File: src/sv/lrs_pkg.sv
`timescale 1ns / 1ps
`default_nettype none

package lrs_pkg;

  // Field and state widths
  localparam int EPOCH_W   = 16;
  localparam int RATE_W    = 32;
  localparam int LOSS_W    = 32;
  localparam int PERIOD_W  = 16;
  localparam int FACTOR_W  = 31;
  localparam int MARGIN_W  = 31;
  localparam int CFG_IDX_W = 3;
  localparam int CFG_W     = 32;

  localparam logic [EPOCH_W-1:0] EPOCH_MAX = {EPOCH_W{1'b1}};
  localparam logic [15:0] WAIT_MAX = 16'hFFFF;

  // Register indexes
  localparam logic [CFG_IDX_W-1:0] REG_MODE          = 3'd0;
  localparam logic [CFG_IDX_W-1:0] REG_START_RATE    = 3'd1;
  localparam logic [CFG_IDX_W-1:0] REG_DECAY_PERIOD  = 3'd2;
  localparam logic [CFG_IDX_W-1:0] REG_DECAY_FACTOR  = 3'd3;
  localparam logic [CFG_IDX_W-1:0] REG_COSINE_PERIOD = 3'd4;
  localparam logic [CFG_IDX_W-1:0] REG_FLOOR_RATE    = 3'd5;
  localparam logic [CFG_IDX_W-1:0] REG_PATIENCE      = 3'd6;
  localparam logic [CFG_IDX_W-1:0] REG_IMPROVE       = 3'd7;

  // Schedule modes
  localparam logic [1:0] MODE_STEP    = 2'd0;
  localparam logic [1:0] MODE_EXP     = 2'd1;
  localparam logic [1:0] MODE_COSINE  = 2'd2;
  localparam logic [1:0] MODE_PLATEAU = 2'd3;

  // Reset values
  localparam logic [RATE_W-1:0]   START_RATE_RST    = 32'd1073742;
  localparam logic [PERIOD_W-1:0] DECAY_PERIOD_RST  = 16'd30;
  localparam logic [FACTOR_W-1:0] DECAY_FACTOR_RST  = 31'd107374182;
  localparam logic [PERIOD_W-1:0] COSINE_PERIOD_RST = 16'd100;
  localparam logic [15:0]         PATIENCE_RST      = 16'd10;
  localparam logic [LOSS_W-1:0]   LOWEST_LOSS_RST   = 32'h7FFF_FFFF;

  // Fixed point
  localparam int Q_FRAC = 30;
  localparam logic [63:0] Q30_ONE = 64'd1073741824;
  localparam logic [63:0] PI_Q30  = 64'd3373259426;

  // Cosine table
  localparam int COS_LOG2  = 10;
  localparam int COS_N     = 1 << COS_LOG2;
  localparam int COS_IDX_W = COS_LOG2 + 1;

  // Taylor denominators (2j-1)(2j)
  localparam logic [63:0] TAYLOR_D1 = 64'd2;
  localparam logic [63:0] TAYLOR_D2 = 64'd12;
  localparam logic [63:0] TAYLOR_D3 = 64'd30;
  localparam logic [63:0] TAYLOR_D4 = 64'd56;
  localparam logic [63:0] TAYLOR_D5 = 64'd90;
  localparam logic [63:0] TAYLOR_D6 = 64'd132;
  localparam logic [63:0] TAYLOR_D7 = 64'd182;
  localparam logic [63:0] TAYLOR_D8 = 64'd240;

  // Shared divider
  localparam int DIV_W   = 48;
  localparam int DVS_W   = PERIOD_W + 1;
  localparam int STEPS_W = 6;

  typedef logic [RATE_W-1:0] cos_tab_t [0:COS_N];

  typedef struct packed {
    logic               start;
    logic [STEPS_W-1:0] steps;
    logic [DIV_W-1:0]   dividend;
    logic [DVS_W-1:0]   divisor;
  } div_req_t;

  typedef struct packed {
    logic             done;
    logic [DIV_W-1:0] quot;
    logic [DVS_W-1:0] rem;
  } div_rsp_t;

  // Elaboration only: (1+cos(pi*k/N))/2 as c*c with c = cos(pi*k/(2N)), Q30
  function automatic cos_tab_t build_cos_tab();
    cos_tab_t    tab;
    logic [63:0] y;
    logic [63:0] y2;
    logic [63:0] t;
    logic [63:0] cu;
    longint      c;
    for (int k = 0; k <= COS_N; k++) begin
      y  = (PI_Q30 * 64'(k)) >> (COS_LOG2 + 1);
      y2 = (y * y) >> Q_FRAC;
      t  = Q30_ONE;
      c  = longint'(Q30_ONE);
      t = ((t * y2) >> Q_FRAC) / TAYLOR_D1; c = c - longint'(t);
      t = ((t * y2) >> Q_FRAC) / TAYLOR_D2; c = c + longint'(t);
      t = ((t * y2) >> Q_FRAC) / TAYLOR_D3; c = c - longint'(t);
      t = ((t * y2) >> Q_FRAC) / TAYLOR_D4; c = c + longint'(t);
      t = ((t * y2) >> Q_FRAC) / TAYLOR_D5; c = c - longint'(t);
      t = ((t * y2) >> Q_FRAC) / TAYLOR_D6; c = c + longint'(t);
      t = ((t * y2) >> Q_FRAC) / TAYLOR_D7; c = c - longint'(t);
      t = ((t * y2) >> Q_FRAC) / TAYLOR_D8; c = c + longint'(t);
      if (c < 0) c = 0;
      if (c > longint'(Q30_ONE)) c = longint'(Q30_ONE);
      cu = 64'(c);
      tab[k] = RATE_W'((cu * cu) >> Q_FRAC);
    end
    return tab;
  endfunction

endpackage

`default_nettype wire

File: src/sv/lrs_div.sv
`timescale 1ns / 1ps
`default_nettype none

// Restoring divider, one quotient bit per cycle.
// Dividend is top-aligned; the quotient sits in quot when done is raised.
module lrs_div (
  input  logic              clk,
  input  logic              rst,
  input  lrs_pkg::div_req_t req,
  output lrs_pkg::div_rsp_t rsp
);

  logic                              busy;
  logic                              done;
  logic [lrs_pkg::STEPS_W-1:0]       cnt;
  logic [lrs_pkg::DIV_W-1:0]         acc;
  logic [lrs_pkg::DVS_W-1:0]         r;
  logic [lrs_pkg::DVS_W-1:0]         dvs;
  logic [lrs_pkg::DVS_W:0]           trial;
  logic                              qbit;
  logic [lrs_pkg::DVS_W:0]           trial_sub;

  assign trial     = {r, acc[lrs_pkg::DIV_W-1]};
  assign qbit      = trial >= {1'b0, dvs};
  assign trial_sub = trial - {1'b0, dvs};

  always_ff @(posedge clk) begin
    if (rst) begin
      busy <= 1'b0;
      done <= 1'b0;
      cnt  <= '0;
    end else begin
      done <= 1'b0;
      if (req.start) begin
        busy <= 1'b1;
        cnt  <= req.steps;
      end else if (busy) begin
        cnt <= cnt - 1'b1;
        if (cnt == lrs_pkg::STEPS_W'(1)) begin
          busy <= 1'b0;
          done <= 1'b1;
        end
      end
    end
  end

  always_ff @(posedge clk) begin
    if (req.start) begin
      acc <= req.dividend;
      r   <= '0;
      dvs <= req.divisor;
    end else if (busy) begin
      acc <= {acc[lrs_pkg::DIV_W-2:0], qbit};
      r   <= qbit ? trial_sub[lrs_pkg::DVS_W-1:0] : trial[lrs_pkg::DVS_W-1:0];
    end
  end

  assign rsp.done = done;
  assign rsp.quot = acc;
  assign rsp.rem  = r;

endmodule

`default_nettype wire

File: config.mk
export PLATFORM = sky130hd
export DESIGN_NAME = lrs_div
export DESIGN_NICKNAME = d
export VERILOG_FILES = /design/src/sv/lrs_pkg.sv /design/src/sv/lrs_div.sv
export SDC_FILE = /design/constraint.sdc
export NUM_CORES = 1
export LEC_CHECK = 0
export BUFFER_PORTS_ARGS = -buffer_cell sky130_fd_sc_hd__buf_2
export CAP_MARGIN = 20
export CELL_PAD_IN_SITES_DETAIL_PLACEMENT = 0
export CELL_PAD_IN_SITES_GLOBAL_PLACEMENT = 1
export CORE_UTILIZATION = 43
export DETAILED_ROUTE_END_ITERATION = 7
export HOLD_SLACK_MARGIN = 0.08
export PLACE_DENSITY_LB_ADDON = 0.1
export REMOVE_ABC_BUFFERS = 1
export SLEW_MARGIN = 20
export SYNTH_ARGS = -nofsm -noshare
export SYNTH_HDL_FRONTEND = slang
export SYNTH_SLANG_ARGS = --single-unit
File: constraint.sdc
create_clock -name clk -period 5.5 [get_ports clk]
set_input_delay 1.1 -clock clk [delete_from_list [all_inputs] [get_ports clk]]
set_output_delay 1.1 -clock clk [all_outputs]
set_load 0.1 [all_outputs]
# ---- Yosys cells after proc, flatten, opt, wreduce, memory -nomap -nowiden
# Cells that the tools add are included.
dict set report word_totals {
  ff_bits 90
  in_bits 74
  out_inout_bits 66
  word_cells 22
}
dict set report classes {
  addsub 2
  magnitude_cmp 1
  eq_ne 1
  mux 9
  bitwise_logic 1
  n_reduce_logical 2
}
# operator n
set op_table {}
lappend op_table {{$mux W48} 2}
lappend op_table {{$ge A18 B17 Y1} 1}
lappend op_table {{$mux W17} 1}
lappend op_table {{$sub A17 B17 Y17} 1}
lappend op_table {{$mux W6} 2}
lappend op_table {{$eq A6 B1 Y1 const B} 1}
lappend op_table {{$sub A6 B1 Y6 const B} 1}
lappend op_table {{$mux W1} 4}
lappend op_table {{$reduce_or A3 Y1} 1}
lappend op_table {{$reduce_bool A2 Y1} 1}
lappend op_table {{$not A1 Y1} 1}

# ---- Depth between registers and ports, before layout
# Gate-level depths: netlist of the first run.
dict set report depth {
  depth_word 4
  depth_mapped 11
  ltp_nobuf 10
}

# ---- Worst setup path after synthesis of the first run
# No wires, ideal clock.
dict set report synth_path {
  kind {reg2reg}
  startpoint {register acc[47] in the netlist's numbering}
  endpoint {register acc[0] in the netlist's numbering (data pin)}
  setup_time_ns 0.260
  arrival_ns 2.840
  required_ns 5.240
  setup_slack_ns 2.400
  stages_incl_launch_ff 11
  path_buffers 1
  synth_period_minus_slack_ns 3.100
  cell_sequence {edfxtp_1 inv_1 ha_1 inv_1 fa_1 a211oi_2 o21ai_1 o211ai_1 nand3_4 buf_6 mux2_2}
}
dict set report synth_via {
  elab_chain_cells 3
}
# item line_no
set synth_rtl {}
lappend synth_rtl {{from (decl)} lrs_div.sv:16} ;# logic [lrs_pkg::DIV_W-1:0] acc;
lappend synth_rtl {{from (signal assigned)} lrs_div.sv:49} ;# acc <= req.dividend;
lappend synth_rtl {{from (signal assigned)} lrs_div.sv:53} ;# acc <= {acc[lrs_pkg::DIV_W-2:0], qbit};
lappend synth_rtl {{$ge A18 B17 Y1} lrs_div.sv:24} ;# assign qbit = trial >= {1'b0, dvs};
lappend synth_rtl {{$mux W48} lrs_div.sv:52} ;# end else if (busy) begin
lappend synth_rtl {{$mux W48} lrs_div.sv:48} ;# if (req.start) begin
# Every way passes these cells. The select of a mux whose other input is x is not followed.
# A chain may end at the register's enable or synchronous reset.

# ---- Worst setup path in the final report of the first run
dict set report layout_path {
  startpoint {register acc[47] in the netlist's numbering}
  endpoint {register r[9] in the netlist's numbering}
}
dict set report layout_via {
  elab_chain_cells 2
  elab_cells_between_ends 3
  classes_between {add/sub: 1; order compare: 1; mux: 1}
}
# item line_no
set layout_rtl {}
lappend layout_rtl {{$sub A17 B17 Y17 / $ge A18 B17 Y1 (equally long branches)} {lrs_div.sv:25, lrs_div.sv:24}}
lappend layout_rtl {{$mux W17 (*)} lrs_div.sv:54} ;# r <= qbit ? trial_sub[lrs_pkg::DVS_W-1:0] : trial[lrs_pkg::DVS_W-1:0];
lappend layout_rtl {{to (signal assigned)} lrs_div.sv:54}
lappend layout_rtl {{to (decl)} lrs_div.sv:17} ;# logic [lrs_pkg::DVS_W-1:0] r;
# Mark *: on every way between the ends. The rest lies on a longest branch, timed or not.

==> reports/qor.csv, run 1 <==
metric;value;unit
cts_setup_buffers;0;
endpoint;r[9];
start_util;44.70;%
grt_use_total;19.37;%
tns;0;ns
regToRegSetupSlack;2.58;ns
die_h;105.8;um
grt_pass1_vias;3390;
cts_buffers;9;
synth-seq-cells;90;
vias;3333;
critPathKind;reg -> reg;
postCtsHoldBufs;0;
ant_nets;0;
report.final.slew_viol_count;0;
clk_pin_slew;0.09;ns
setup_viol;0;
drt_iter0_drc;95;
routedWlPerCell;15.73;um
clockBufferDepth;2;
cp-end-kind;flop;
n_antenna_cell;0;
reg2reg_from;acc[47];
synth_edf_count;65;
grt_max_degree;91;
cts_num_sinks;90;
start_kind;flop;
fmax;342.4;MHz
worst_pin_slew;0.9982;ns
arrival;3.20;ns
crit_slowest_cell;fa_1;
layout-drive-gt1-share;41.54;%
relSlewSlack;33.36;%
synth_area;0.004636;mm2
layout_setup_ws;2.579;ns
fin_skew;0.01726;ns
die_x;105.8;um
finalCritPeriodShare;53.11;%
ys.flop_type;edfxtp_1;
yosys_warnings;0;
cts-resized-gates;0;
cp-startpoint;acc[47];
synth_top_area_share;42.11;%
io-pin-count;140;
drc;0;
async_reset_ff_share;0;%
nets;609;
grt_setup_unrepaired;false;
drt_first_pass_iters;4;
io_buffers;139;
antenna_found_initial;0;
yosysSeqAreaShare;52.90;%
synth_cells;383;
irDropWorstVdd;0.2510;mV
maxCapViolations;0;
gp_congestion;0.7537;
post-place-ws;2.505;ns
slowest_delay;0.45;ns
htreeDepth;3;
syn_area_per_cell;12.10;um2
timing.rr.end;r[9];
synthToLayoutAreaGrowth;21.08;%
cts_tree;built;
r2r_cells;10;
power_density;349.7;mW/mm2
dieArea;0.01120;mm2
row_count;37;
core-area;0.01037;mm2
min_path_type;reg -> reg;
crit_fanout;18;
cts-root-buf;clkbuf_8;
crit_top_cell;inv_1;
post-dp-hpwl;7308;um
fillers;955;
globalRoute.totalOverflow;0;
ys_top_cells_by_area;edfxtp_1 42%, mux2_2 12%, dfxtp_1 11%;
synth_cell_types;49;
clock_latency;0.38;ns
critPathRequiredTime;5.78;ns
grt_pass1_wl;16700;um
crit_chain;inv_1 > ha_1 > inv_1 > fa_1 > a211oi_2 > o21ai_1 > o211ai_1 > nand3_4 > nor2b_4 > a221o_1;
yosysTopAreaCell;edfxtp_1;
totalWireLength;10320;um
status;completed;
hold_viol;0;
avgViaCountPerCell;5.081;
period_needed;2.921;ns
p_leak;2.429;nW
## cell usage in the layout, fill, tap and decap left out, types with 2 or more instances in the layout
cell and n:
dfxtp_1 25, a21o_1 4, nand4_1 5, a31oi_1 3, o21ai_1 4, nor3b_1 3, a221o_1 4, ha_1 19
buf_4 3, and2_1 4, inv_1 23, a211oi_2 2, a211oi_1 13, mux2_2 48, nor3_1 3, o21ai_0 4
clkinv_2 2, clkbuf_8 9, xor2_1 7, buf_2 138, nand2b_1 9, edfxtp_1 65, a21oi_1 22, nand2_1 14
o211ai_1 3, nor2_1 36, xnor2_1 10, mux2i_1 11
## worst max-delay path, delay by kind of cell, from the launching register on
| kind | cells | cell delay (ns) |
|---|---|---|
| and+or+nand+nor | 2 | 0.59 |
| DFF | 1 | 0.39 |
| buffers and inverters | 2 | 0.14 |
| AOI/OAI and AO/OA | 4 | 1.10 |
| adders and majority gates | 2 | 0.62 |
## final cells by class
cell class,count,area (um2),share of cell area (%)
Multi-Input combinational cell,248,1989,35.44
Clock inverter,6,42.54,0.7579
Sequential cell,90,2452,43.69
Inverter,24,90.09,1.605
Clock buffer,10,127.6,2.274
Tap cell,136,170.2,3.032
Timing Repair Buffer,142,740.7,13.20
## cells in the mapped netlist (all sizes together), types with 5 or more instances
cell     n
nand2b   9
buf      9
a211oi  15
mux2i   11
a21oi   24
nor2    36
inv     24
dfxtp   25
edfxtp  65
ha      19
nand4    5
xnor2   10
nand2   14
clkbuf  12
mux2    49
o21ai    9
xor2     7
## sequential cells by signal, indices dropped and copies added (netlist names)
signal / flops
acc: 48
cnt: 6
busy: 1
dvs: 17
r: 17
done: 1
## kinds of logic after synthesis
| logic type | synth area share (%) |
|---|---|
| flip-flops | 52.90 |
| AO/OA/AOI/OAI | 10.93 |
| AND/OR/NAND/NOR | 8.853 |
| multiplexers | 14.36 |
| XOR/XNOR | 3.212 |
| buffers and inverters | 4.183 |
| adder cells (fa/ha/maj) | 5.560 |
## layer usage
metal | part of all wire, % | up-vias | track usage, %
met1 | 43 | 1558 | 23.57
li1 | - | 1664 | -
met2 | 48 | 103 | 31.19
met4 | 1.3 | 0 | 5.853
met3 | 7.4 | 8 | 8.101
met5 | 0 | - | 0
## metrics by stage
| stage | power (mW) | instance area, um2 | std cells | hold slack [ns] | utilization (%) |
|---|---|---|---|---|---|
| 2_1_floorplan | 1.420 | 4532 | 362 | 0.5390 | - |
| 3_3_place_gp | 1.556 | 5415 | 639 | 0.5064 | 52.22 |
| 3_5_place_dp | 1.560 | 5415 | 639 | 0.5114 | 52.22 |
| 4_1_cts | 1.983 | 5585 | 655 | 0.5239 | 53.86 |
| 5_1_grt | 2.046 | 5613 | 656 | 0.5492 | 54.13 |
| 6_report | 1.963 | 5613 | 656 | 0.5196 | 54.13 |
## power breakdown
| part | switching (mW) | leakage (nW) | internal (mW) |
|---|---|---|---|
| combinational | 0.530 | 1.48 | 0.175 |
| sequential | 0.0377 | 0.855 | 0.802 |
| clock | 0.251 | 0.0900 | 0.167 |
| total | 0.819 | 2.43 | 1.14 |
## worst min path at each step
| stage | start | endpoint | slack (ns) | depth (start not counted) |
|---|---|---|---|---|
| after floorplan | cnt[5] | done | 0.54 | 3 |
| after global placement | r[6] | r[6] | 0.51 | 2 |
| after detailed placement | r[10] | r[10] | 0.51 | 2 |
| after CTS | r[10] | r[10] | 0.52 | 2 |
| after global routing | r[10] | r[10] | 0.55 | 2 |
| final | r[1] | r[1] | 0.52 | 2 |
No activity file was read; power rests on OpenSTA's default activity.
==> inputs of run 2 (changes only) <==
CORE_UTILIZATION = 40   (was 43)
clock period = 2.9 ns   (was 5.5 ns; I/O delays follow)
==> reports/qor.csv, run 2 (same netlist as run 1, synthesis figures left out) <==
metric;value;unit;change
status;completed;;
holdPathStages;1;;-1
grt_use_total;18.65;%;-0.72 points
cts_tree;built;;
cts_buffers;9;;unchanged
cts_num_sinks;90;;unchanged
ant_nets;0;;unchanged
top_regs;acc: 48 flops, dvs: 17 flops, r: 17 flops;;
totalWireLength;10560;um;+2.3%
setup_viol;0;;unchanged
maxCapViolations;0;;unchanged
dp_cells;651;;+1.9%
grt_pass1_wl;16660;um;-0.25%
arrival;2.86;ns;-0.34 ns
grt_max_degree;49;;-46%
postCtsHoldBufs;0;;unchanged
multi_input_area;0.001989;mm2;unchanged
grt_setup_unrepaired;false;;
fillers;993;;+4.0%
grt_pass1_vias;3410;;+0.59%
hold_ws;0.4071;ns;-0.1125 ns
clk_pin_slew;0.06;ns;-0.03 ns
io_buffers;139;;unchanged
synthToLayoutAreaGrowth;25.70;%;
min_path_type;in -> reg;;
critPathKind;reg -> reg;;
finalCritPeriodShare;90.87;%;+38 points
n_antenna_cell;0;;unchanged
row_count;38;;+2.7%
cts-resized-gates;0;;unchanged
gp_congestion;0.8193;;+8.7%
seq_area;0.002452;mm2;unchanged
final_area;0.005827;mm2;+3.8%
layout-drive-gt1-share;42.13;%;+0.59 points
drc;0;;unchanged
regMostFlops;acc;;
finalPower;4.271;mW;+120%
period_needed;2.635;ns;-0.2856 ns
post-dp-hpwl;7821;um;+7.0%
hold_viol;0;;unchanged
place_area;0.005493;mm2;+1.4%
final_cell_mix;138 x buf_2, 65 x edfxtp_1, 48 x mux2_2;;
drt_first_pass_iters;4;;unchanged
io-pin-count;140;;unchanged
fmax;379.5;MHz;+11%
drt_iter0_drc;164;;+73%
power_density;733.0;mW/mm2;+110%
largest_reg_flops;48;;unchanged
globalRoute.totalOverflow;0;;unchanged
dieArea;0.01202;mm2;+7.4%
clock_latency;0.35;ns;-0.03 ns
start_kind;flop;;
final_cells;667;;+1.7%
worst_pin_slew;0.5588;ns;-0.4395 ns
fin_skew;0.008004;ns;-0.009254 ns
irDropWorstVdd;0.4422;mV;+76%
report.final.slew_viol_count;0;;unchanged
nets;616;;+1.1%
cts-root-buf;clkbuf_16;;
start_util;41.85;%;-2.9 points
antenna_found_initial;0;;unchanged
p_leak;2.529;nW;+4.1%
crit_fanout;11;;-7
core-area;0.01108;mm2;+6.8%
critPathRequiredTime;3.12;ns;-2.66 ns
relSlewSlack;62.36;%;+29 points
die_h;109.7;um;+3.6%
clockBufferDepth;2;;unchanged
r2r_cells;11;;+1
die_x;109.7;um;+3.6%
htreeDepth;3;;unchanged
cp-end-kind;flop;;
cts_setup_buffers;0;;unchanged
utilization;52.60;%;-1.5 points
avgViaCountPerCell;5.087;;+0.12%
vias;3393;;+1.8%
routedWlPerCell;15.84;um;+0.65%
layout_commonest_cell;buf_2;;
==> run 2: metal layers <==
metal | wire length, um | up-vias | part of all wire, % | track usage, %
li1 | - | 1687 | - | -
met1 | 4445 | 1579 | 42 | 22.07
met2 | 5017 | 109 | 47 | 29.96
met3 | 858 | 18 | 8.1 | 6.580
met4 | 243 | 0 | 2.3 | 9.429
met5 | 0 | - | 0 | 0
==> run 2: worst max-delay path: stages (launching register included) <==
cell and delay [ns]:
edfxtp_1 0.38, inv_1 0.09, ha_1 0.16, inv_1 0.05, fa_1 0.42, a211oi_2 0.28
o21ai_1 0.11, o211ai_1 0.26, nand3_4 0.19, buf_4 0.25, nor3b_1 0.26, nor4_2 0.08
==> run 2: final cells by class <==
cell class              count  area share [%]
multi-input cells         248           34.14
flip-flops and latches     90           42.09
clock buffers              10           3.930
well taps                 140           3.006
clock inverters             6           1.804
repair buffers            149           13.49
inverters                  24           1.546
==> run 2: per-stage QoR <==
stage	TNS (ns)	setup slack (ns)
floorplan	-2.001	-0.2380
detailed placement	0	0.2571
finish	0	0.2647
global placement	0	0.3243
CTS	0	0.2446
global route	0	0.02480
==> run 2: final timing paths <==
| path | from | end | slack [ns] |
|---|---|---|---|
| setup / recovery | acc[47] | r[7] | 0.26 |
| hold / removal | req[14] | dvs[14] | 0.41 |
| setup reg to reg | acc[47] | r[7] | 0.26 |
| hold reg to reg | r[4] | r[4] | 0.52 |
==> run 2: power by group <==
| group | switching [mW] | leakage (nW) | internal (mW) |
|---|---|---|---|
| combinational | 1.01 | 1.52 | 0.342 |
| clock | 0.489 | 0.158 | 0.837 |
| sequential | 0.0733 | 0.855 | 1.52 |
| total | 1.57 | 2.53 | 2.70 |
